==> config.mk <==
export PLATFORM = sky130hd
export DESIGN_NAME = tce_back
export DESIGN_NICKNAME = d
export VERILOG_FILES = /design/src/rtl/tce_pkg.sv /design/src/rtl/tce_back.sv
export SDC_FILE = /design/constraint.sdc
export NUM_CORES = 1
export LEC_CHECK = 0
export BUFFER_PORTS_ARGS = -buffer_cell sky130_fd_sc_hd__buf_2
export CORE_UTILIZATION = 33
export DETAILED_ROUTE_END_ITERATION = 7
export PLACE_DENSITY_LB_ADDON = 0.12
export SLEW_MARGIN = 20
export SYNTH_ARGS = -nofsm -noshare
export SYNTH_HDL_FRONTEND = slang
export SYNTH_SLANG_ARGS = --single-unit
==> constraint.sdc <==
create_clock -name clk -period 2.3 [get_ports clk]
set_clock_uncertainty 0.15 [all_clocks]
set_input_delay 0.46 -clock clk [delete_from_list [all_inputs] [get_ports clk]]
set_output_delay 0.46 -clock clk [all_outputs]
set_load 0.05 [all_outputs]
==> src/rtl/tce_pkg.sv <==
// Shared types and constants of the threshold crossing edge unit.
// Used by every module of the block but tce_ram; depends on nothing else.
package tce_pkg;

    localparam int PIX_W      = 8;
    localparam int ROW_W      = 16;
    localparam int COL_W      = 10;
    localparam int WID_W      = 11;
    localparam int MAX_WIDTH  = 1024;

    localparam int CFG_IDX_W  = 2;
    localparam int CFG_DATA_W = 16;

    localparam logic [PIX_W-1:0] THRESHOLD_RESET = 8'd127;
    localparam logic [WID_W-1:0] WIDTH_RESET     = 11'd1024;
    localparam logic [ROW_W-1:0] HEIGHT_RESET    = 16'd1024;

    // The job queue depth must be a power of two so that its pointers wrap.
    localparam int JOB_DEPTH  = 4;
    localparam int JOB_PTR_W  = 2;
    localparam int JOB_CNT_W  = 3;

    typedef enum logic [CFG_IDX_W-1:0] {
        REG_THRESHOLD    = 2'd0,
        REG_IMAGE_WIDTH  = 2'd1,
        REG_IMAGE_HEIGHT = 2'd2
    } cfg_reg_t;

    typedef enum logic [1:0] {
        KIND_UP,
        KIND_LEFT,
        KIND_FINAL
    } res_kind_t;

    typedef struct packed {
        logic [PIX_W-1:0] threshold;
        logic [WID_W-1:0] col_last;
        logic [ROW_W-1:0] row_last;
    } cfg_t;

    typedef struct packed {
        logic             has_up;
        logic [PIX_W-1:0] up_strength;
        logic             has_left;
        logic [PIX_W-1:0] left_strength;
        logic             has_final;
        logic [ROW_W-1:0] row;
        logic [COL_W-1:0] col;
    } job_t;

endpackage

==> src/rtl/tce_back.sv <==
// Back part: expands each queued job into its one to three result requests.
// Depends on tce_pkg; reads the head of the job queue and drives the result ports.
module tce_back
    import tce_pkg::*;
(
    input  logic             clk,
    input  logic             rst_n,
    input  job_t             head,
    input  logic             job_empty,
    output logic             job_pop,
    input  logic             pop,
    output logic             empty,
    output logic [PIX_W-1:0] strength,
    output logic [ROW_W-1:0] out_row,
    output logic [COL_W-1:0] out_col,
    output logic             run_last
);

    logic      done_up_reg, done_up_next;
    logic      done_left_reg, done_left_next;
    res_kind_t kind;
    logic      take;

    always_comb
    begin
        priority if (head.has_up && !done_up_reg)
            kind = KIND_UP;
        else if (head.has_left && !done_left_reg)
            kind = KIND_LEFT;
        else
            kind = KIND_FINAL;

        unique case (kind)
            KIND_UP:
            begin
                strength = head.up_strength;
                out_row  = head.row - 1'b1;
                out_col  = head.col;
                run_last = !head.has_left && !head.has_final;
            end
            KIND_LEFT:
            begin
                strength = head.left_strength;
                out_row  = head.row;
                out_col  = head.col - 1'b1;
                run_last = !head.has_final;
            end
            default:
            begin
                strength = '0;
                out_row  = head.row;
                out_col  = head.col;
                run_last = 1'b1;
            end
        endcase

        empty   = job_empty;
        take    = pop && !job_empty;
        job_pop = take && run_last;

        done_up_next   = done_up_reg;
        done_left_next = done_left_reg;
        if (take)
        begin
            if (run_last)
            begin
                done_up_next   = 1'b0;
                done_left_next = 1'b0;
            end
            else if (kind == KIND_UP)
            begin
                done_up_next = 1'b1;
            end
            else
            begin
                done_left_next = 1'b1;
            end
        end
    end

    always_ff @(posedge clk or negedge rst_n)
    begin
        if (!rst_n)
        begin
            done_up_reg   <= 1'b0;
            done_left_reg <= 1'b0;
        end
        else
        begin
            done_up_reg   <= done_up_next;
            done_left_reg <= done_left_next;
        end
    end

    a_job_has_result: assert property (@(posedge clk) disable iff (!rst_n)
        !job_empty |-> (head.has_up || head.has_left || head.has_final))
        else $error("Queued job carries no result.");

    a_final_exists: assert property (@(posedge clk) disable iff (!rst_n)
        !job_empty && kind == KIND_FINAL |-> head.has_final)
        else $error("Final result selected for a job without one.");

endmodule

==> results.sh, run 1 <==
export IMPL_cts_sinks=2
export IMPL_dp_hpwl_um=2510
export IMPL_synthDistinctLibCells=32
export IMPL_seq_area_frac_synth_pct=6.80
export IMPL_yosysWarnings=0
export IMPL_crit_endpoint="out_col[8]"
export IMPL_synth_edf_count=0
export IMPL_htree_num_levels=1
export IMPL_syn_nets=153
export IMPL_dpl_cell_area_sq_mm=0.00161
export IMPL_syn_avg_cell_area_sq_um=7.21
export IMPL_ios=86
export IMPL_stop_error="[ERROR DPL-0038] Utilization greater than 100%, impossible to legalize"
export IMPL_clockRootBuffer="clkbuf_4"
export IMPL_rows=16
export IMPL_gp_congestion=0.714
export IMPL_die_height_um=49.2
export IMPL_haltStage="global routing (5_1_grt)"
export IMPL_worst_endpoint_kind="primary output"
export IMPL_ys_seq_elements=2
export IMPL_status="stopped before the end"
export IMPL_die_x_um=49.2
export IMPL_postSynthCellCount=102
export IMPL_grt_max_degree=14
export IMPL_start_util_pct=36.4
export IMPL_async_flop_share_pct=100
export IMPL_portBuffers=85
export IMPL_numCtsBuffers=3
export IMPL_ys_flop_type="dfrtp_1"
export IMPL_syn_area_sq_um=736
export IMPL_cts_buffer_depth=2
## what timing repair did
action / in CTS
hold buffers: 1
pin swaps: 12
buffers inserted: 2
resized for setup: 46
endpoints found under the hold margin: 2
setup endpoints to repair: 28
## cells in the mapped netlist, types with 2 or more instances
cell type	n	share of area, %
xor2_1	10	12
nor2_1	10	5.1
nand2_1	8	4.1
nor4_1	2	1.7
dfrtp_1	2	6.8
inv_1	5	2.6
a22o_1	10	12
nor2b_1	2	1.7
nor3_1	7	4.8
nand2b_1	2	1.7
nand3_1	4	2.7
ha_1	2	3.4
buf_4	3	3.1
a21oi_1	2	1.4
xnor2_1	14	17
or3_1	3	2.6
## per-stage QoR
stage	util, %	std cells	worst slack [ps]	TNS, ps
CTS	90.1	241	-100	-385
detailed placement	79.5	235	-332	-2210
global placement	79.5	235	-217	-1480
floorplan	-	102	-156	-447
## cell families after synthesis
group / after synthesis / share of synthesized area, %
AO/OA/AOI/OAI: 16 / 17.2
XOR/XNOR: 24 / 28.6
adder cells (fa/ha/maj): 2 / 3.40
buffers and inverters: 9 / 6.29
flip-flops: 2 / 6.80
multiplexers: 1 / 1.36
AND/OR/NAND/NOR: 48 / 36.4
==> run 2, diff against run 1 <==
- CORE_AREA: default -> 2 2 63 65
- CORE_UTILIZATION: 33 -> default
- DIE_AREA: default -> 0 0 65 67
- PLACE_DENSITY_LB_ADDON: 0.12 -> 0.15
==> run 2 against run 1 <==
The flow now finishes, with violations (setup timing). Area after synthesis is the same. Synthesized cell count stayed put.
==> results.sh, run 2 <==
export IMPL_status="finished with violations"
export IMPL_violations="setup timing"
export IMPL_die_area_sq_mm=0.00436
export IMPL_grt_total_usage_pct=14.4
export IMPL_powerDensity_mw_per_mm2=410
export IMPL_drtPass1Iterations=4
export IMPL_ys_top_cells_by_count="14 x xnor2_1, 10 x a22o_1, 10 x nor2_1, 10 x xor2_1, 8 x nand2_1"
export IMPL_yosysWarnings=0
export IMPL_hold_start="done_left_reg"
export IMPL_dpl_cell_area_sq_mm=0.00166
export IMPL_fin_nets=276
export IMPL_ios=86
export IMPL_p_leak_nw=0.993
export IMPL_vias_per_cell=4.37
export IMPL_fmax_mhz=422
export IMPL_slowest_stage="or3_4"
export IMPL_required_ps=1690
export IMPL_grt_ovfl_total=0
export IMPL_timing_hold_ws_ps=399
export IMPL_postSynthCellCount=102
export IMPL_setup_worst_path_start_class="input port"
export IMPL_ir_worst_vdd_mv=0.248
export IMPL_via_count=1185
export IMPL_numCtsBuffers=3
export IMPL_insertion_delay_ps=210
export IMPL_period_share_pct=103
export IMPL_cts_buffer_depth=2
export IMPL_regArea_sq_um=50.0
export IMPL_synth_top_cells_by_area="xnor2_1 17%, a22o_1 12%, xor2_1 12%"
export IMPL_syn_nets=153
export IMPL_endpoint_kind="output port"
export IMPL_grt_pass1_vias=1157
export IMPL_gp_congestion=0.732
export IMPL_cpPeakStageDelay_ps=350
export IMPL_grt_max_degree=10
export IMPL_rsz0062_at_grt="yes"
export IMPL_ys_flop_type="dfrtp_1"
export IMPL_synth_edf_count=0
export IMPL_hold_path_class="flip-flop to flip-flop"
export IMPL_synth_most_common_cell="xnor2_1"
export IMPL_grt_pass1_wl_um=4980
export IMPL_antenna_found_initial=0
export IMPL_slew_headroom_pct=80.6
export IMPL_rows=22
export IMPL_routedWlPerCell_um=11.5
export IMPL_clockRootBuffer="clkbuf_8"
export IMPL_hold_viol=0
export IMPL_post_route_min_period_ps=2370
export IMPL_area_growth_pct=182
export IMPL_p_total_mw=0.852
export IMPL_tightest_slew_ps=290
export IMPL_die_x_um=65
export IMPL_final_max_slew_viol_count=0
export IMPL_critical_path_arrival_ps=1760
export IMPL_finalInstanceArea_sq_mm=0.00208
export IMPL_seq_area_frac_synth_pct=6.80
export IMPL_fillers=333
export IMPL_drive_above_1_share_pct=80.7
export IMPL_portBuffers=85
export IMPL_multi_input_area_sq_mm=0.00101
export IMPL_yosysTopAreaCell="xnor2_1"
export IMPL_start_util_pct=20.4
export IMPL_worstPathCellList="buf_8 -> inv_4 -> ha_4 -> and4bb_2 -> nand2_2 -> or3_4 -> xnor2_2 -> buf_6"
export IMPL_finalWorstSetupSlack_ps=-68.2
export IMPL_syn_avg_cell_area_sq_um=7.21
export IMPL_coreArea_sq_mm=0.00361
export IMPL_critical_path_class="input port to output port"
export IMPL_crit_family="simple AND/OR/NAND/NOR gates"
export IMPL_ant_nets=0
export IMPL_tritoncts="yes"
export IMPL_finalCoreUtilization_pct=57.6
export IMPL_synth_top_area_share_pct=16.7
export IMPL_drt_wl_total_um=3130
export IMPL_critPathLaunch="head[10]"
export IMPL_path_max_fanout=2
export IMPL_layout_commonest_cell="buf_2"
export IMPL_syn_area_sq_um=736
export IMPL_layout_common_cells="54 x buf_2, 49 x buf_4, 12 x buf_6"
export IMPL_htree_num_levels=1
export IMPL_cts_sinks=2
export IMPL_cp_num_buf_inv=3
export IMPL_clk_pin_slew_worst_paths_ps=30
export IMPL_async_flop_share_pct=100
export IMPL_drc_errors=0
export IMPL_synthDistinctLibCells=32
export IMPL_antennaDiodeCount=0
export IMPL_ys_seq_elements=2
export IMPL_r2r_start="done_up_reg"
export IMPL_dp_hpwl_um=2530
export IMPL_maxCapViolations=0
export IMPL_die_height_um=67
export IMPL_finalSetupViolCount=3
export IMPL_drt_iter0_drc=14
==> run 2: cell counts after synthesis <==
No cell type changed its count.
==> run 2: metrics by stage <==
stage          TNS [ps]  cells  setup WS (ps)
3_3_place_gp      -1330    260           -250
4_1_cts            -214    266           -114
2_1_floorplan      -447    102           -156
5_1_grt            -554    271           -102
3_5_place_dp      -1650    260           -267
6_report           -127    271          -68.2
==> run 2: layout make-up <==
class | instances | share of cell area, %
Tap cell | 48 | 2.89
Timing Repair Buffer | 122 | 41.9
Clock buffer | 3 | 1.99
Inverter | 5 | 2.35
Sequential cell | 2 | 2.41
Multi-Input combinational cell | 91 | 48.5
==> run 2: worst reg2reg max path, delay by kind of cell (launching register included) <==
| kind | cells | cell delay (ps) |
|---|---|---|
| compound gates | 2 | 400 |
| buf+inv | 1 | 140 |
| flops | 1 | 420 |
| simple gates | 2 | 220 |
==> run 2: repair_timing <==
action                                  CTS  global route
endpoints found under the setup margin   24            30
pin swaps                                12            11
hold endpoints to repair                  2             0
hold buffers                              1             0
buffers inserted                          2             5
gates resized for setup                  57            31
==> run 2: routing by layer <==
metal	GRT usage [%]	up-vias	share of wire, %
met5	0	-	0
met1	16.2	545	38
met4	3.19	0	0
met2	28.1	41	56
li1	-	599	-
met3	2.36	0	6.0
==> run 2: cells by family (layout without fill, tap and decap cells) <==
family / count (synthesis) / after routing / share of synthesized area [%]
flip-flops: 2 / 2 / 6.80
AO/OA/AOI/OAI: 16 / 16 / 17.2
XOR/XNOR: 24 / 24 / 28.6
multiplexers: 1 / 1 / 1.36
buffers and inverters: 9 / 130 / 6.29
AND/OR/NAND/NOR: 48 / 48 / 36.4
adder cells (fa/ha/maj): 2 / 2 / 3.40
==> run 2: worst paths after layout <==
check | slack, ps | to | depth (start not counted)
setup / recovery | -70 | out_row[8] | 8
hold / removal | 400 | done_left_reg | 1
setup reg to reg | 850 | done_left_reg | 5
hold reg to reg | 400 | done_left_reg | 1
max in group asynchronous | 1460 | done_up_reg | 2
min in group asynchronous | 440 | done_left_reg | 2
==> run 2: power by group <==
part | internal, mW | leakage (nW) | switching, mW
Combinational | 0.257 | 0.946 | 0.399
Clock | 0.111 | 0.0216 | 0.0268
Sequential | 0.0456 | 0.0255 | 0.0122
No activity file was read; power rests on OpenSTA's default activity.
==> run 3, diff against run 2 <==
- CELL_PAD_IN_SITES_DETAIL_PLACEMENT: default -> 1
- CELL_PAD_IN_SITES_GLOBAL_PLACEMENT: default -> 2
- CORE_AREA: 2 2 63 65 -> default
- CORE_UTILIZATION: default -> 14
- DIE_AREA: 0 0 65 67 -> default
==> run 3 against run 2 <==
The run still ends with setup timing left. Clock-buffer cell count unchanged. Global-route usage is 1.0 points lower. Combinational power down 2%. Sequential power hardly changed. Maximum frequency grew 0.62%. Clock power about the same. Largest cell class unchanged. Largest power group unchanged. Highest routed layer unchanged.
==> results.sh, run 3 (synthesis results as in run 2) <==
export IMPL_status="finished with violations"
export IMPL_violations="setup timing"
export IMPL_setup_worst_path_start_class="input port"
export IMPL_routedWlPerCell_um=12.5
export IMPL_grt_ovfl_total=0
export IMPL_cpPeakStageDelay_ps=260
export IMPL_powerDensity_mw_per_mm2=401
export IMPL_via_count=1197
export IMPL_critical_path_class="input port to output port"
export IMPL_layout_common_cells="58 x buf_2, 37 x buf_4, 15 x buf_6"
export IMPL_grt_pass1_wl_um=5780
export IMPL_grt_total_usage_pct=13.4
export IMPL_r2r_start="done_up_reg"
export IMPL_tightest_slew_ps=315
export IMPL_drc_errors=0
export IMPL_drt_iter0_drc=30
export IMPL_period_share_pct=102
export IMPL_antennaDiodeCount=0
export IMPL_final_max_slew_viol_count=0
export IMPL_htree_num_levels=1
export IMPL_coreArea_sq_mm=0.00507
export IMPL_clockRootBuffer="clkbuf_8"
export IMPL_finalWorstSetupSlack_ps=-53.6
export IMPL_post_route_min_period_ps=2350
export IMPL_r2r_end="done_left_reg"
export IMPL_crit_family="simple AND/OR/NAND/NOR gates"
export IMPL_numCtsBuffers=3
export IMPL_start_util_pct=14.5
export IMPL_hold_viol=0
export IMPL_gp_congestion=0.711
export IMPL_rsz0062_at_grt="yes"
export IMPL_portBuffers=85
export IMPL_clk_pin_slew_worst_paths_ps=30
export IMPL_antenna_found_initial=0
export IMPL_p_leak_nw=0.987
export IMPL_required_ps=1690
export IMPL_finalCoreUtilization_pct=41.3
export IMPL_hold_path_class="flip-flop to flip-flop"
export IMPL_tritoncts="yes"
export IMPL_area_growth_pct=185
export IMPL_pre_cts_slack_ps=-329
export IMPL_vias_per_cell=4.11
export IMPL_hold_start="done_left_reg"
export IMPL_ios=86
export IMPL_fillers=611
export IMPL_die_height_um=74.5
export IMPL_drt_wl_total_um=3630
export IMPL_critical_path_arrival_ps=1740
export IMPL_drive_above_1_share_pct=81.4
export IMPL_finalSetupViolCount=2
export IMPL_fin_nets=274
export IMPL_tns_ps=-89.5
export IMPL_cp_num_buf_inv=3
export IMPL_die_area_sq_mm=0.00555
export IMPL_timing_hold_ws_ps=404
export IMPL_endpoint_kind="output port"
export IMPL_cts_sinks=2
export IMPL_rows=26
export IMPL_ant_nets=0
export IMPL_worstPathCellList="buf_8 -> inv_8 -> ha_4 -> nor3b_4 -> nand4b_1 -> nor4_4 -> xor2_2 -> buf_6"
export IMPL_cts_buffer_depth=2
export IMPL_rrSetupSlack_ps=820
export IMPL_multi_input_area_sq_mm=0.00102
export IMPL_insertion_delay_ps=210
export IMPL_rr_worst_depth=5
export IMPL_die_x_um=74.5
export IMPL_drtPass1Iterations=4
export IMPL_layout_commonest_cell="buf_2"
export IMPL_dp_hpwl_um=3110
export IMPL_grt_pass1_vias=1286
export IMPL_ir_worst_vdd_mv=0.154
export IMPL_grt_max_degree=14
export IMPL_regArea_sq_um=50.0
export IMPL_fmax_mhz=425
export IMPL_maxCapViolations=0
export IMPL_slowest_stage="nor4_4"
export IMPL_slew_headroom_pct=78.9
export IMPL_whs_path_depth=1
export IMPL_min_to="done_left_reg"
export IMPL_path_max_fanout=2
## run 3: changes by cell type in the layout (fill, tap and decap cells not counted), sizes merged
| cell | change |
|---|---|
| clkbuf | +4 |
| inv | +1 |
| buf | -6 |
| clkinv | -1 |
## run 3: stage by stage
step	instance area, sq um	std cells	total power [mW]
finish	2100	291	0.841
CTS	1980	287	0.829
global route	2100	291	0.891
detailed placement	1680	280	0.636
global placement	1680	280	0.623
floorplan	988	102	0.453
## run 3: metal layers
metal / vias to the layer above / global-route usage (%) / routed length (um) / part of all wire, %
li1: 592 / - / - / -
met1: 566 / 14.1 / 1340 / 37
met2: 39 / 27.5 / 2110 / 58
met3: 0 / 1.22 / 182 / 5.0
met4: 0 / 3.77 / 0 / 0
met5: - / 0 / 0 / 0
## run 3: repair_timing
action / in CTS / in global routing
hold buffers: 1 / 0
endpoints found under the hold margin: 2 / 0
gates cloned: 0 / 0
buffers inserted: 3 / 4
resized for setup: 62 / 26
pin swaps: 17 / 12
endpoints found under the setup margin: 29 / 20
## run 3: how the worst max path moves through the flow
stage | startpoint | end | slack, ps | cells past startpoint
2_1_floorplan | head[10] | out_row[8] | -160 | 6
3_3_place_gp | head[1] | out_col[8] | -260 | 8
3_5_place_dp | head[1] | out_col[8] | -330 | 8
4_1_cts | head[11] | out_row[12] | -80 | 8
5_1_grt | head[0] | out_col[8] | -160 | 8
6_report | head[0] | out_col[8] | -50 | 8
## run 3: final cells by class
class                   instances  share of cell area, %
inverters                       5                   2.09
clock buffers                   3                   1.97
well taps                      70                   4.18
multi-input cells              91                   48.9
flip-flops and latches          2                   2.39
repair buffers                120                   40.5
## run 3: report_power, final
part / switching (mW) / internal, mW / total (mW)
clock network: 0.0270 / 0.111 / 0.138
registers: 0.0124 / 0.0456 / 0.0580
logic: 0.405 / 0.240 / 0.645
total: 0.445 / 0.396 / 0.841
