**src/rtl/tce_pkg.sv**
```systemverilog
// Shared types and constants of the threshold crossing edge unit.
// Used by every module of the block but tce_ram; depends on nothing else.
package tce_pkg;

    localparam int PIX_W      = 8;
    localparam int ROW_W      = 16;
    localparam int COL_W      = 10;
    localparam int WID_W      = 11;
    localparam int MAX_WIDTH  = 1024;

    localparam int CFG_IDX_W  = 2;
    localparam int CFG_DATA_W = 16;

    localparam logic [PIX_W-1:0] THRESHOLD_RESET = 8'd127;
    localparam logic [WID_W-1:0] WIDTH_RESET     = 11'd1024;
    localparam logic [ROW_W-1:0] HEIGHT_RESET    = 16'd1024;

    // The job queue depth must be a power of two so that its pointers wrap.
    localparam int JOB_DEPTH  = 4;
    localparam int JOB_PTR_W  = 2;
    localparam int JOB_CNT_W  = 3;

    typedef enum logic [CFG_IDX_W-1:0] {
        REG_THRESHOLD    = 2'd0,
        REG_IMAGE_WIDTH  = 2'd1,
        REG_IMAGE_HEIGHT = 2'd2
    } cfg_reg_t;

    typedef enum logic [1:0] {
        KIND_UP,
        KIND_LEFT,
        KIND_FINAL
    } res_kind_t;

    typedef struct packed {
        logic [PIX_W-1:0] threshold;
        logic [WID_W-1:0] col_last;
        logic [ROW_W-1:0] row_last;
    } cfg_t;

    typedef struct packed {
        logic             has_up;
        logic [PIX_W-1:0] up_strength;
        logic             has_left;
        logic [PIX_W-1:0] left_strength;
        logic             has_final;
        logic [ROW_W-1:0] row;
        logic [COL_W-1:0] col;
    } job_t;

endpackage

```
**src/rtl/tce_job_fifo.sv**
```systemverilog
// Short queue of jobs between the front and the back part.
// Depends on tce_pkg for the job type and the queue depth.
module tce_job_fifo
    import tce_pkg::*;
(
    input  logic                 clk,
    input  logic                 rst_n,
    input  logic                 push,
    input  job_t                 push_data,
    input  logic                 pop,
    output job_t                 head,
    output logic                 empty,
    output logic [JOB_CNT_W-1:0] count
);

    job_t                 store_reg [JOB_DEPTH];
    logic [JOB_PTR_W-1:0] wr_ptr_reg, wr_ptr_next;
    logic [JOB_PTR_W-1:0] rd_ptr_reg, rd_ptr_next;
    logic [JOB_CNT_W-1:0] count_reg, count_next;

    always_comb
    begin
        wr_ptr_next = push ? wr_ptr_reg + 1'b1 : wr_ptr_reg;
        rd_ptr_next = pop ? rd_ptr_reg + 1'b1 : rd_ptr_reg;
        count_next  = count_reg + {{(JOB_CNT_W-1){1'b0}}, push}
                                - {{(JOB_CNT_W-1){1'b0}}, pop};
        empty       = count_reg == '0;
        count       = count_reg;
        head        = store_reg[rd_ptr_reg];
    end

    always_ff @(posedge clk or negedge rst_n)
    begin
        if (!rst_n)
        begin
            wr_ptr_reg <= '0;
            rd_ptr_reg <= '0;
            count_reg  <= '0;
        end
        else
        begin
            wr_ptr_reg <= wr_ptr_next;
            rd_ptr_reg <= rd_ptr_next;
            count_reg  <= count_next;
        end
    end

    always_ff @(posedge clk)
    begin
        if (push)
            store_reg[wr_ptr_reg] <= push_data;
    end

    a_no_overflow: assert property (@(posedge clk) disable iff (!rst_n)
        push |-> count_reg < JOB_CNT_W'(JOB_DEPTH))
        else $error("Job pushed into a full queue.");

    a_no_underflow: assert property (@(posedge clk) disable iff (!rst_n)
        pop |-> count_reg != '0)
        else $error("Job popped from an empty queue.");

endmodule

```
**config.mk**
```make
export PLATFORM = sky130hd
export DESIGN_NAME = tce_job_fifo
export DESIGN_NICKNAME = d
export VERILOG_FILES = /design/src/rtl/tce_pkg.sv /design/src/rtl/tce_job_fifo.sv
export SDC_FILE = /design/constraint.sdc
export NUM_CORES = 1
export LEC_CHECK = 0
export BUFFER_PORTS_ARGS = -buffer_cell sky130_fd_sc_hd__buf_2
export CORE_MARGIN = 5
export CORE_UTILIZATION = 45
export DETAILED_ROUTE_END_ITERATION = 12
export PLACE_DENSITY = 0.68
export SYNTH_ARGS = -nofsm -noshare
export SYNTH_HDL_FRONTEND = slang
export SYNTH_SLANG_ARGS = --single-unit
```
**constraint.sdc**
```tcl
create_clock -name clk -period 1.92 [get_ports clk]
set_input_delay 0.192 -clock clk [delete_from_list [all_inputs] [get_ports clk]]
set_output_delay 0.192 -clock clk [all_outputs]
set_load 0.03 [all_outputs]
```
# ---- After elaboration in Yosys (flattened, before gate mapping)
# Memories as Yosys holds them, arrays and structs flattened.
# Index checks and enable logic that the tools add are counted.
dict set report classes {
  n_reduce_logical 1
  mux 2
  add_sub_neg 4
}
# operator count
set ops {}
lappend ops {{$add A2 B1 Y2 const B} 2}
lappend ops {{$add A3 B1 Y3} 1}
lappend ops {{$logic_not A3 Y1} 1}
lappend ops {{$sub A3 B1 Y3} 1}
lappend ops {{$mux W1} 2}
dict set report totals {
  out_inout_bits 49
  memories 1
  mem_bits_rw 180
  wordCells 11
  reg_bits 7
  inputBits 49
}
# name depth word_bits rd rd_ports_with_merged_regs wr line
set memory_table {}
lappend memory_table {store_reg 4 45 1 0 1 tce_job_fifo.sv:16} ;# job_t store_reg [JOB_DEPTH];

# ---- Longest topological paths before layout
# Gate-level depths: netlist of the first run.
dict set report depth {
  word_depth 2
  ltp_mapped 7
  ltp_nobuf 7
}

# ---- Worst setup path before layout of the first run
# No wires, ideal clock.
dict set report synth_path {
  kind {reg2reg}
  startpoint {register wr_ptr_reg[0]}
  endpoint {memory store_reg[0][0] in the netlist's numbering (enable)}
  path_buffers 0
  synth_period_minus_slack_ps 2108
  stages_incl_launch_ff 4
  slack_ps -188
  t_required_ps 1513
  t_arrival_ps 1701
  setup_ps 407
  cell_sequence {dfrtp_1 inv_1 ha_1 and2_1}
}
# element line
set synth_lines {}
lappend synth_lines {{from (decl)} tce_job_fifo.sv:17} ;# logic [JOB_PTR_W-1:0] wr_ptr_reg, wr_ptr_next;
lappend synth_lines {{from (signal assigned)} tce_job_fifo.sv:42} ;# wr_ptr_reg <= wr_ptr_next;
lappend synth_lines {{to (decl)} tce_job_fifo.sv:16}
# Straight into the memory's write port.

==> key figures, run 1 <==
Die
  • Starting density of the core: 45.7%
  • Die extent in x: 134 um
  • I/O pin total: a little under 100
  • Height of the die: 134 um
  • Core Footprint: 15100 um2
  • Number of standard-cell rows in the floorplan: 45
  • Full die area: 17900 um2

Critical path
  • Critical path startpoint: rd_ptr_reg[0]$_DFFE_PN0P_
  • Critical register-to-register path endpoint: count[2]$_DFF_PN0_
  • Critical path peak fanout: 5
  • Worst setup SP type: register
  • Nature of the critical path endpoint: output port
  • Worst path required time: 1730 ps
  • FF-to-FF path depth: 7
  • End of the critical path: head[20]
  • Reg-to-reg critical path startpoint: count[0]$_DFF_PN0_
  • Arr. time, crit path: 1820 ps
  • Reg-to-reg slack, setup: 210 ps
  • Category of the most critical setup path: reg2out

Detailed routing
  • Via-per-instance ratio: 5.19
  • Via count: 3334
  • Overall routed net length: 12600 um
  • DRT antenna net count: 0
  • 1st-iter DRT viols: 191
  • Number of search-and-repair iterations in the first detailed-routing pass: 4
  • Detail-routed net length per standard cell: approximately 20 um
  • DR DRC count: 0

Run status
  • Outcome: finished with violations
  • Failing checks: negative setup slack

CTS
  • CTS tree: built
  • Number of H-tree branching levels: 4
  • Max Root-Sink Buffers: 2
  • Root buf cell: sky130_fd_sc_hd__clkbuf_16
  • Worst-Skew Late Latency: 420 ps
  • CTS Sinks: 187
  • TritonCTS Buffers: 17
  • CTS clk-pin slew, worst paths: roughly 60 ps

Job
  • Max capacitance violation total: 0

Synthesis
  • Share of the yosys chip area belonging to registers: 80.9%
  • Synthesized flop and latch total: 187
  • Yosys top cell by area: sky130_fd_sc_hd__edfxtp_1
  • Syn nets: 324
  • Number of distinct library cells after synthesis: 17
  • Synth warn: 0
  • Number of instances in the synthesized netlist: 268
  • Share of Yosys cell area claimed by the top area cell type: 78.4%
  • Average cell area after synthesis: 25.7 um2
  • Top cells by area in the synthesized netlist: sky130_fd_sc_hd__edfxtp_1 (78%), sky130_fd_sc_hd__mux4_2 (15%), sky130_fd_sc_hd__dfrtp_1 (2.5%), sky130_fd_sc_hd__ha_1 (1.1%), sky130_fd_sc_hd__buf_12 (0.58%)
  • Cell area after technology mapping: 6900 um2

Global route
  • Antenna violations before repair: 1
  • Pin count of the biggest net entering global routing: 46
  • Combined global-route utilization of all metal layers: 15.0%
  • Via count of the first global-routing pass: 3696
  • GR Overflow Total: 0
  • Wire length of the first global-routing pass: just over 20000 um

Timing
  • Endpoints failing setup: 45
  • Minimum clock period: 2010 ps
  • Setup_tns: -3060 ps
  • Slew @ Worst Pin: 342 ps
  • Final Cycle Share: 105%
  • RSZ-0062 raised after global routing: true
  • Max Clock Skew: 6.20 ps
  • Slew Limit Fails: 0
  • Least setup slack across all paths after layout: -94.7 ps
  • Maximum clock frequency: 0.496 GHz
  • Number of failing hold endpoints at the final stage: 0
  • Worst rel slew slack: 77.2%

Cells and area
  • Commonest non-fill, non-tap cells in the layout: sky130_fd_sc_hd__edfxtp_1 (180), sky130_fd_sc_hd__buf_2 (52), sky130_fd_sc_hd__buf_6 (48), sky130_fd_sc_hd__mux4_2 (45), sky130_fd_sc_hd__dlygate4sd3_1 (45)
  • Number of flip-flops under the largest register name: 180
  • Layout overhead on the synthesized area: 33.1%
  • Count of antenna diodes in the layout: 0
  • Fraction of layout cells with a size suffix above 1: a little over two fifths
  • # nets final: 498
  • Most frequent standard cell in the layout excluding fill and tap cells: sky130_fd_sc_hd__edfxtp_1
  • Filler instances: 1067

Pwr
  • Leakage dissipation: 3.25 nW
  • Max VDD drop: 0.000840 V
  • Total power density per cell area: 1640 nW/um2
  • Power, Total: roughly 15 mW

Placement
  • Routability cong.: 0.686
  • Detailed Place HPWL: roughly 7500 um
  • Port bufs: 97

Hold path
  • Tightest Hold Check Type: in2reg
  • Instance count along the most critical hold path: 2
## report_power, final
| part | total [mW] | internal (mW) | switching (mW) |
|---|---|---|---|
| clock | 3.37 | 1.92 | 1.44 |
| combinational | 6.10 | 2.93 | 3.17 |
| sequential | 5.62 | 5.36 | 0.260 |
| total | 15.1 | 10.2 | 4.87 |
## how the worst min path moves through the flow
stage                                 end  slack [ps]          start
6_report        rd_ptr_reg[0]$_DFFE_PN0P_          30            pop
2_1_floorplan          count[0]$_DFF_PN0_        -100          rst_n
4_1_cts        store_reg[0][32]$_DFFE_PP_           6  push_data[32]
5_1_grt        store_reg[2][32]$_DFFE_PP_          20  push_data[32]
3_5_place_dp           count[0]$_DFF_PN0_          50          rst_n
3_3_place_gp           count[0]$_DFF_PN0_          40          rst_n
## per-stage QoR
stage | hold slack (ps) | std cells | utilization, % | instance area (um2) | worst slack, ps
final | 28.0 | 643 | 60.8 | 9180 | -94.7
after global routing | 18.7 | 643 | 60.8 | 9180 | -152
after CTS | 6.37 | 643 | 60.9 | 9200 | -144
after detailed placement | 48.3 | 557 | 51.4 | 7760 | 202
after global placement | 43.5 | 557 | 51.4 | 7760 | 214
after floorplan | -104 | 268 | - | 6900 | 110
## cell usage after synthesis
cell and instances:
sky130_fd_sc_hd__and2_1 4, sky130_fd_sc_hd__buf_12 2, sky130_fd_sc_hd__buf_2 5, sky130_fd_sc_hd__buf_4 1
sky130_fd_sc_hd__buf_6 1, sky130_fd_sc_hd__buf_8 1, sky130_fd_sc_hd__dfrtp_1 7, sky130_fd_sc_hd__edfxtp_1 180
sky130_fd_sc_hd__fa_1 1, sky130_fd_sc_hd__ha_1 6, sky130_fd_sc_hd__inv_1 6, sky130_fd_sc_hd__mux4_2 45
sky130_fd_sc_hd__nand2_1 2, sky130_fd_sc_hd__nor3_1 1, sky130_fd_sc_hd__o21ai_0 1, sky130_fd_sc_hd__xnor2_1 3
sky130_fd_sc_hd__xor2_1 2
## critical path: stages (launching register included)
cell and delay (ps):
sky130_fd_sc_hd__dfrtp_4 510, sky130_fd_sc_hd__buf_4 150, sky130_fd_sc_hd__buf_6 130, sky130_fd_sc_hd__mux4_2 460, sky130_fd_sc_hd__buf_6 160
## final cells by class
type                            count  area (um2)  area share, %
Clock buffer                       18         429           4.68
Sequential cell                   187        5590           60.9
Multi-Input combinational cell     65        1200           13.1
Tap cell                          188         235           2.56
Timing Repair Buffer              165        1560           17.0
Clock inverter                     14         145           1.58
Inverter                            6        22.5          0.245
## metal layers
layer  GRT usage, %  share of wire, %  vias up
met1           19.1                42     1745
met2           25.5                52       90
met5              0             0.087        -
li1               -                 -     1480
met3           3.71               4.7       17
met4           5.14               1.3        2
## logic make-up after synthesis
logic type | count (synthesis) | synth area share [%]
DFF | 187 | 80.9
muxes | 45 | 14.7
buffers and inverters | 16 | 1.76
adders and majority gates | 7 | 1.38
and+or+nand+nor | 7 | 0.544
xor gates and xnor gates | 5 | 0.635
AOI/OAI and AO/OA | 1 | 0.0725
## what timing repair did
item | CTS | global route
buffers inserted | 7 | 1
endpoints found under the setup margin | 45 | 45
hold buffers | 45 | 0
cloned | 2 | 0
endpoints found under the hold margin | 183 | 0
pin swaps | 0 | 0
resized for setup | 95 | 1
No activity file was read; power rests on OpenSTA's default activity.
==> run 2, diff against run 1 <==
--- a/config.mk
+++ b/config.mk
@@ -9,7 +9,8 @@
 export CORE_MARGIN = 5
 export CORE_UTILIZATION = 45
 export DETAILED_ROUTE_END_ITERATION = 12
-export PLACE_DENSITY = 0.68
+export PLACE_DENSITY = 0.75
+export SLEW_MARGIN = 20
 export SYNTH_ARGS = -nofsm -noshare
 export SYNTH_HDL_FRONTEND = slang
 export SYNTH_SLANG_ARGS = --single-unit
==> key figures, run 2 (synthesis gave the netlist of run 1 again) <==
Hold path
  • HP Start: push_data[32]
  • End of the worst hold path: store_reg[0][32]$_DFFE_PP_
  • Tightest Hold Check Type: in2reg
  • Instance count along the most critical hold path: 1

Critical path
  • Reg-to-reg critical path startpoint: count[0]$_DFF_PN0_
  • Nature of the critical path endpoint: output port
  • FF-to-FF path depth: 7
  • Worst path required time: around 1700 ps
  • Worst setup SP type: register
  • Critical path peak fanout: 9
  • Category of the most critical setup path: reg2out
  • Arr. time, crit path: 1840 ps
  • Critical register-to-register path endpoint: count[2]$_DFF_PN0_
  • Reg-to-reg slack, setup: 210 ps

Die
  • Number of standard-cell rows in the floorplan: between 40 and 50
  • Die extent in x: 134 um
  • Full die area: 17900 um2
  • Core Footprint: 15100 um2
  • Starting density of the core: 45.7%
  • Height of the die: about 130 um
  • I/O pin total: 98

Cells and area
  • Count of antenna diodes in the layout: 0
  • Fraction of layout cells with a size suffix above 1: a little over two fifths
  • Number of flip-flops under the largest register name: 180
  • Layout overhead on the synthesized area: 33.4%
  • Most frequent standard cell in the layout excluding fill and tap cells: sky130_fd_sc_hd__edfxtp_1
  • # nets final: around 500
  • Commonest non-fill, non-tap cells in the layout: sky130_fd_sc_hd__edfxtp_1 (180), sky130_fd_sc_hd__buf_2 (52), sky130_fd_sc_hd__dlygate4sd3_1 (46), sky130_fd_sc_hd__mux4_2 (45), sky130_fd_sc_hd__buf_6 (45)
  • Post-route design area: 9200 um2

Detailed routing
  • Via count: 3265
  • DRT antenna net count: 0
  • Via-per-instance ratio: 5.09
  • 1st-iter DRT viols: roughly 220
  • Overall routed net length: 13100 um
  • DR DRC count: 0
  • Number of search-and-repair iterations in the first detailed-routing pass: 4
  • Detail-routed net length per standard cell: 20.5 um

Pwr
  • Leakage dissipation: around 3.2 nW
  • Total power density per cell area: 1650 nW/um2
  • Max VDD drop: 0.000802 V
  • Power, Total: 15.2 mW

Timing
  • Slew @ Worst Pin: 374 ps
  • Worst hold margin: 19.3 ps
  • Max Clock Skew: ~11 ps
  • Endpoints failing setup: 45
  • Maximum clock frequency: 0.491 GHz
  • Minimum clock period: approximately 2000 ps
  • Number of failing hold endpoints at the final stage: 0
  • Slew Limit Fails: 0
  • Worst rel slew slack: 75.1%
  • Final Cycle Share: 106%
  • RSZ-0062 raised after global routing: true
  • Least setup slack across all paths after layout: -116 ps

Placement
  • Routability cong.: 0.686
  • Port bufs: 97
  • Detailed Place HPWL: between 7000 and 8000 um
  • Post-placement cell area: 7710 um2

CTS
  • CTS clk-pin slew, worst paths: 60 ps
  • Worst-Skew Late Latency: 420 ps
  • CTS tree: built
  • CTS Sinks: 187
  • Number of H-tree branching levels: 4
  • Max Root-Sink Buffers: 2
  • Root buf cell: sky130_fd_sc_hd__clkbuf_16
  • TritonCTS Buffers: 17

Run status
  • Failing checks: negative setup slack
  • Outcome: finished with violations

Global route
  • GR Overflow Total: 0
  • Via count of the first global-routing pass: 3739
  • Pin count of the biggest net entering global routing: 46
  • Antenna violations before repair: 1
  • Wire length of the first global-routing pass: 20900 um
  • Combined global-route utilization of all metal layers: between 10% and 20%

Job
  • Max capacitance violation total: 0
## run 2: changes by cell type in the layout (fill, tap and decap cells not counted), moves of 3 or more
cell	change
sky130_fd_sc_hd__buf_16	+3
sky130_fd_sc_hd__buf_6	-3
sky130_fd_sc_hd__clkbuf_1	+6
sky130_fd_sc_hd__clkinv_4	-3
## run 2: through the flow
| step | setup slack (ps) | util (%) | cells | TNS, ps |
|---|---|---|---|---|
| floorplan | 110 | - | 268 | 0 |
| global placement | 269 | 51.1 | 554 | 0 |
| detailed placement | 205 | 51.1 | 554 | 0 |
| CTS | -156 | 61.0 | 640 | -5400 |
| global route | -182 | 61.0 | 641 | -6980 |
| finish | -116 | 61.0 | 641 | -4370 |
## run 2: layout make-up
class / instances / area (um2)
clock buffers: 24 / 452
well taps: 188 / 235
flip-flops and latches: 187 / 5590
fillers: 1073 / 5890
clock inverters: 8 / 123
multi-input cells: 65 / 1200
inverters: 6 / 22.5
repair buffers: 163 / 1580
## run 2: power breakdown
group	internal, mW	total (mW)	switching [mW]
Sequential	5.35	5.58	0.228
Clock	2.04	3.40	1.36
Combinational	2.97	6.22	3.24
## run 2: worst max-delay path by stage
stage | startpoint | end | cells past startpoint
final | rd_ptr_reg[0]$_DFFE_PN0P_ | head[14] | 4
after global routing | rd_ptr_reg[0]$_DFFE_PN0P_ | head[26] | 4
after CTS | rd_ptr_reg[0]$_DFFE_PN0P_ | head[36] | 4
after detailed placement | count[0]$_DFF_PN0_ | count[2]$_DFF_PN0_ | 7
after global placement | rd_ptr_reg[0]$_DFFE_PN0P_ | head[32] | 3
after floorplan | count[0]$_DFF_PN0_ | count[2]$_DFF_PN0_ | 7
## run 2: per-layer routing
layer / global-route usage [%] / share of wire, % / vias up / wire length [um]
li1: - / - / 1479 / -
met1: 19.2 / 42 / 1693 / 5460
met2: 27.0 / 53 / 81 / 6950
met3: 4.58 / 4.4 / 10 / 582
met4: 4.80 / 0.85 / 2 / 111
met5: 0 / 0.099 / - / 13
## run 2: repair_timing
item / in CTS / in global routing
hold buffers: 46 / 0
buffers inserted: 4 / 2
endpoints found under the setup margin: 45 / 45
cloned: 4 / 0
gates resized for setup: 95 / 3
hold endpoints to repair: 184 / 0
pin swaps: 0 / 0
## run 2: critical path, stage by stage (launching register included)
cell	delay, ps
sky130_fd_sc_hd__dfrtp_4	510
sky130_fd_sc_hd__buf_4	160
sky130_fd_sc_hd__buf_12	140
sky130_fd_sc_hd__mux4_2	450
sky130_fd_sc_hd__buf_6	160
==> run 3, diff against run 2 <==
--- a/config.mk
+++ b/config.mk
@@ -7,10 +7,10 @@
 export LEC_CHECK = 0
 export BUFFER_PORTS_ARGS = -buffer_cell sky130_fd_sc_hd__buf_2
 export CORE_MARGIN = 5
-export CORE_UTILIZATION = 45
+export CORE_UTILIZATION = 30
 export DETAILED_ROUTE_END_ITERATION = 12
-export PLACE_DENSITY = 0.75
-export SLEW_MARGIN = 20
+export PLACE_DENSITY = 0.56
+export SLEW_MARGIN = 30
 export SYNTH_ARGS = -nofsm -noshare
 export SYNTH_HDL_FRONTEND = slang
 export SYNTH_SLANG_ARGS = --single-unit
==> key figures, run 3 (synthesis gave the netlist of run 1 again) <==
Critical path
  • Slowest stage cell, crit path: sky130_fd_sc_hd__mux4_2
  • Ordered list of cells on the worst path: buf_16, mux4_2, buf_6
  • Category of the most critical setup path: reg2out
  • Critical path startpoint: rd_ptr_reg[0]$_DFFE_PN0P_
  • Reg-to-reg critical path startpoint: count[0]$_DFF_PN0_
  • Nature of the critical path endpoint: output port
  • Arr. time, crit path: 1860 ps
  • Critical register-to-register path endpoint: count[2]$_DFF_PN0_
  • Critical path peak fanout: 25
  • FF-to-FF path depth: 7
  • Worst path required time: 1730 ps
  • Worst setup SP type: register
  • Highest cell delay on the worst timing path: 570 ps
  • End of the critical path: head[5]
  • Reg-to-reg slack, setup: 250 ps

Run status
  • Outcome: finished with violations
  • Failing checks: negative setup slack

Global route
  • Met3 GRT Util: 3.50%
  • Wire length of the first global-routing pass: 21000 um
  • Antenna violations before repair: 0
  • Via count of the first global-routing pass: 3653
  • Top Usage Layer GRT: met2
  • Global routing usage on met1: between 10% and 20%
  • Pin count of the biggest net entering global routing: 47
  • GR Overflow Total: 0
  • Global routing usage on met2: 18.0%
  • Combined global-route utilization of all metal layers: 10.8%

Timing
  • Least setup slack across all paths after layout: -133 ps
  • Maximum clock frequency: 0.487 GHz
  • RSZ-0062 raised after global routing: true
  • Minimum clock period: 2050 ps
  • Worst hold margin: 68.4 ps
  • Slew Limit Fails: 0
  • Slew @ Worst Pin: 341 ps
  • Final Cycle Share: 107%
  • Worst rel slew slack: 77.3%
  • Max Clock Skew: 4.51 ps
  • Number of failing hold endpoints at the final stage: 0
  • Endpoints failing setup: 45

Placement
  • Placed cells: 650
  • Detailed Place HPWL: 8070 um
  • Routability cong.: roughly 0.63
  • Port bufs: 97

CTS
  • Number of H-tree branching levels: 4
  • CTS tree: built
  • TritonCTS Buffers: 17
  • Root buf cell: sky130_fd_sc_hd__clkbuf_16
  • Buffers inserted during post-CTS setup optimization: 0
  • CTS Sinks: 187
  • Worst-Skew Late Latency: 420 ps
  • Max Root-Sink Buffers: 2
  • CTS clk-pin slew, worst paths: 70 ps

Pwr
  • Cell-internal power: about 10 mW
  • Power, Total: 15.0 mW
  • Portion of total power attributed to combinational logic: 38.6%
  • Sequential fraction of design power: 37.0%
  • Switch share: 32.4%
  • Leakage dissipation: 3.20 nW
  • Clock share of power: 24.4%
  • Total power density per cell area: 1630 nW/um2
  • Switching pwr: 4.87 mW
  • Max VDD drop: 0.000812 V

Die
  • Core Footprint: between 20000 and 25000 um2
  • Number of standard-cell rows in the floorplan: 55
  • Die extent in x: approximately 160 um
  • Starting density of the core: 30.5%
  • Height of the die: 162 um
  • Full die area: 26100 um2
  • I/O pin total: 98

Detailed routing
  • Overall routed net length: 13300 um
  • Via-per-instance ratio: about 4.4
  • Number of search-and-repair iterations in the first detailed-routing pass: 4
  • Detail-routed net length per standard cell: around 18 um
  • Via count: 3236
  • DRT antenna net count: 0
  • 1st-iter DRT viols: ~170
  • DR DRC count: 0

Cells and area
  • Number of flip-flops under the largest register name: 180
  • # nets final: 487
  • End-of-flow core utilization: 40.6%
  • Layout overhead on the synthesized area: 33.4%
  • Most frequent standard cell in the layout excluding fill and tap cells: sky130_fd_sc_hd__edfxtp_1
  • Fraction of layout cells with a size suffix above 1: 42.1%
  • Area taken by multi-input logic gates: approximately 1200 um2
  • Filler instances: 1981
  • Final Instance Count excl. Fillers: around 730
  • Commonest non-fill, non-tap cells in the layout: sky130_fd_sc_hd__edfxtp_1 (180), sky130_fd_sc_hd__buf_2 (52), sky130_fd_sc_hd__dlygate4sd3_1 (47), sky130_fd_sc_hd__mux4_2 (45), sky130_fd_sc_hd__buf_6 (45)
  • Area of all sequential standard cells: 5590 um2
  • Count of antenna diodes in the layout: 0

Job
  • Max capacitance violation total: 0

Hold path
  • Tightest Hold Check Type: in2reg
  • Instance count along the most critical hold path: 2
[run 3: cell count changes in the layout (fill, tap and decap cells not counted), sizes merged]
cell,before,now
buf,117,107
clkbuf,24,17
clkinv,2,8
clkinvlp,3,0
inv,6,9
bufinv,3,4
dlygate4sd3,46,47
[run 3: power groups by stage]
stage / registers [mW] / logic, mW / clock network, mW
after floorplan: 5.63 / 3.51 / 0
after global placement: 5.60 / 4.92 / 0
after detailed placement: 5.65 / 4.98 / 0
after CTS: 5.57 / 5.96 / 3.79
after global routing: 5.62 / 6.19 / 3.97
final: 5.56 / 5.81 / 3.66
[run 3: how the worst min path moves through the flow]
stage | to | slack [ps] | startpoint
final | wr_ptr_reg[0]$_DFFE_PN0P_ | 70 | push
after global placement | count[0]$_DFF_PN0_ | 30 | rst_n
after CTS | wr_ptr_reg[0]$_DFFE_PN0P_ | 40 | push
after floorplan | count[0]$_DFF_PN0_ | -100 | rst_n
after global routing | wr_ptr_reg[0]$_DFFE_PN0P_ | 80 | push
after detailed placement | count[0]$_DFF_PN0_ | 40 | rst_n
[run 3: worst max-delay path: cells and delay by family, from the launching register on]
kind / cells / cell delay, ps
flops: 1 / 460
buf+inv: 2 / 380
mux: 1 / 570
[run 3: layout make-up]
class / count / area share [%]
inverter: 6 / 0.245
clock buffer: 17 / 4.62
tap: 285 / 3.88
timing repair buffer: 154 / 15.4
sequential: 187 / 60.7
clock inverter: 15 / 2.12
multi-input combinational: 65 / 13.0
[run 3: what timing repair did]
item / 4_1_cts / 5_1_grt
hold buffers: 47 / 0
gates resized for setup: 91 / 1
hold endpoints to repair: 185 / 0
endpoints found under the setup margin: 45 / 45
[run 3: layer usage]
| metal | up-vias | wire, um |
|---|---|---|
| met1 | 1698 | 5660 |
| met4 | 0 | 123 |
| met2 | 75 | 6900 |
| li1 | 1452 | - |
| met5 | - | 0 |
| met3 | 11 | 596 |
[run 3: per-stage QoR]
step / cell area [um2] / TNS, ps / worst slack [ps]
after floorplan: 6900 / 0 / 110
after global placement: 7810 / 0 / 277
after detailed placement: 7810 / 0 / 231
after CTS: 9190 / -6400 / -178
after global routing: 9200 / -8750 / -223
final: 9200 / -4410 / -133
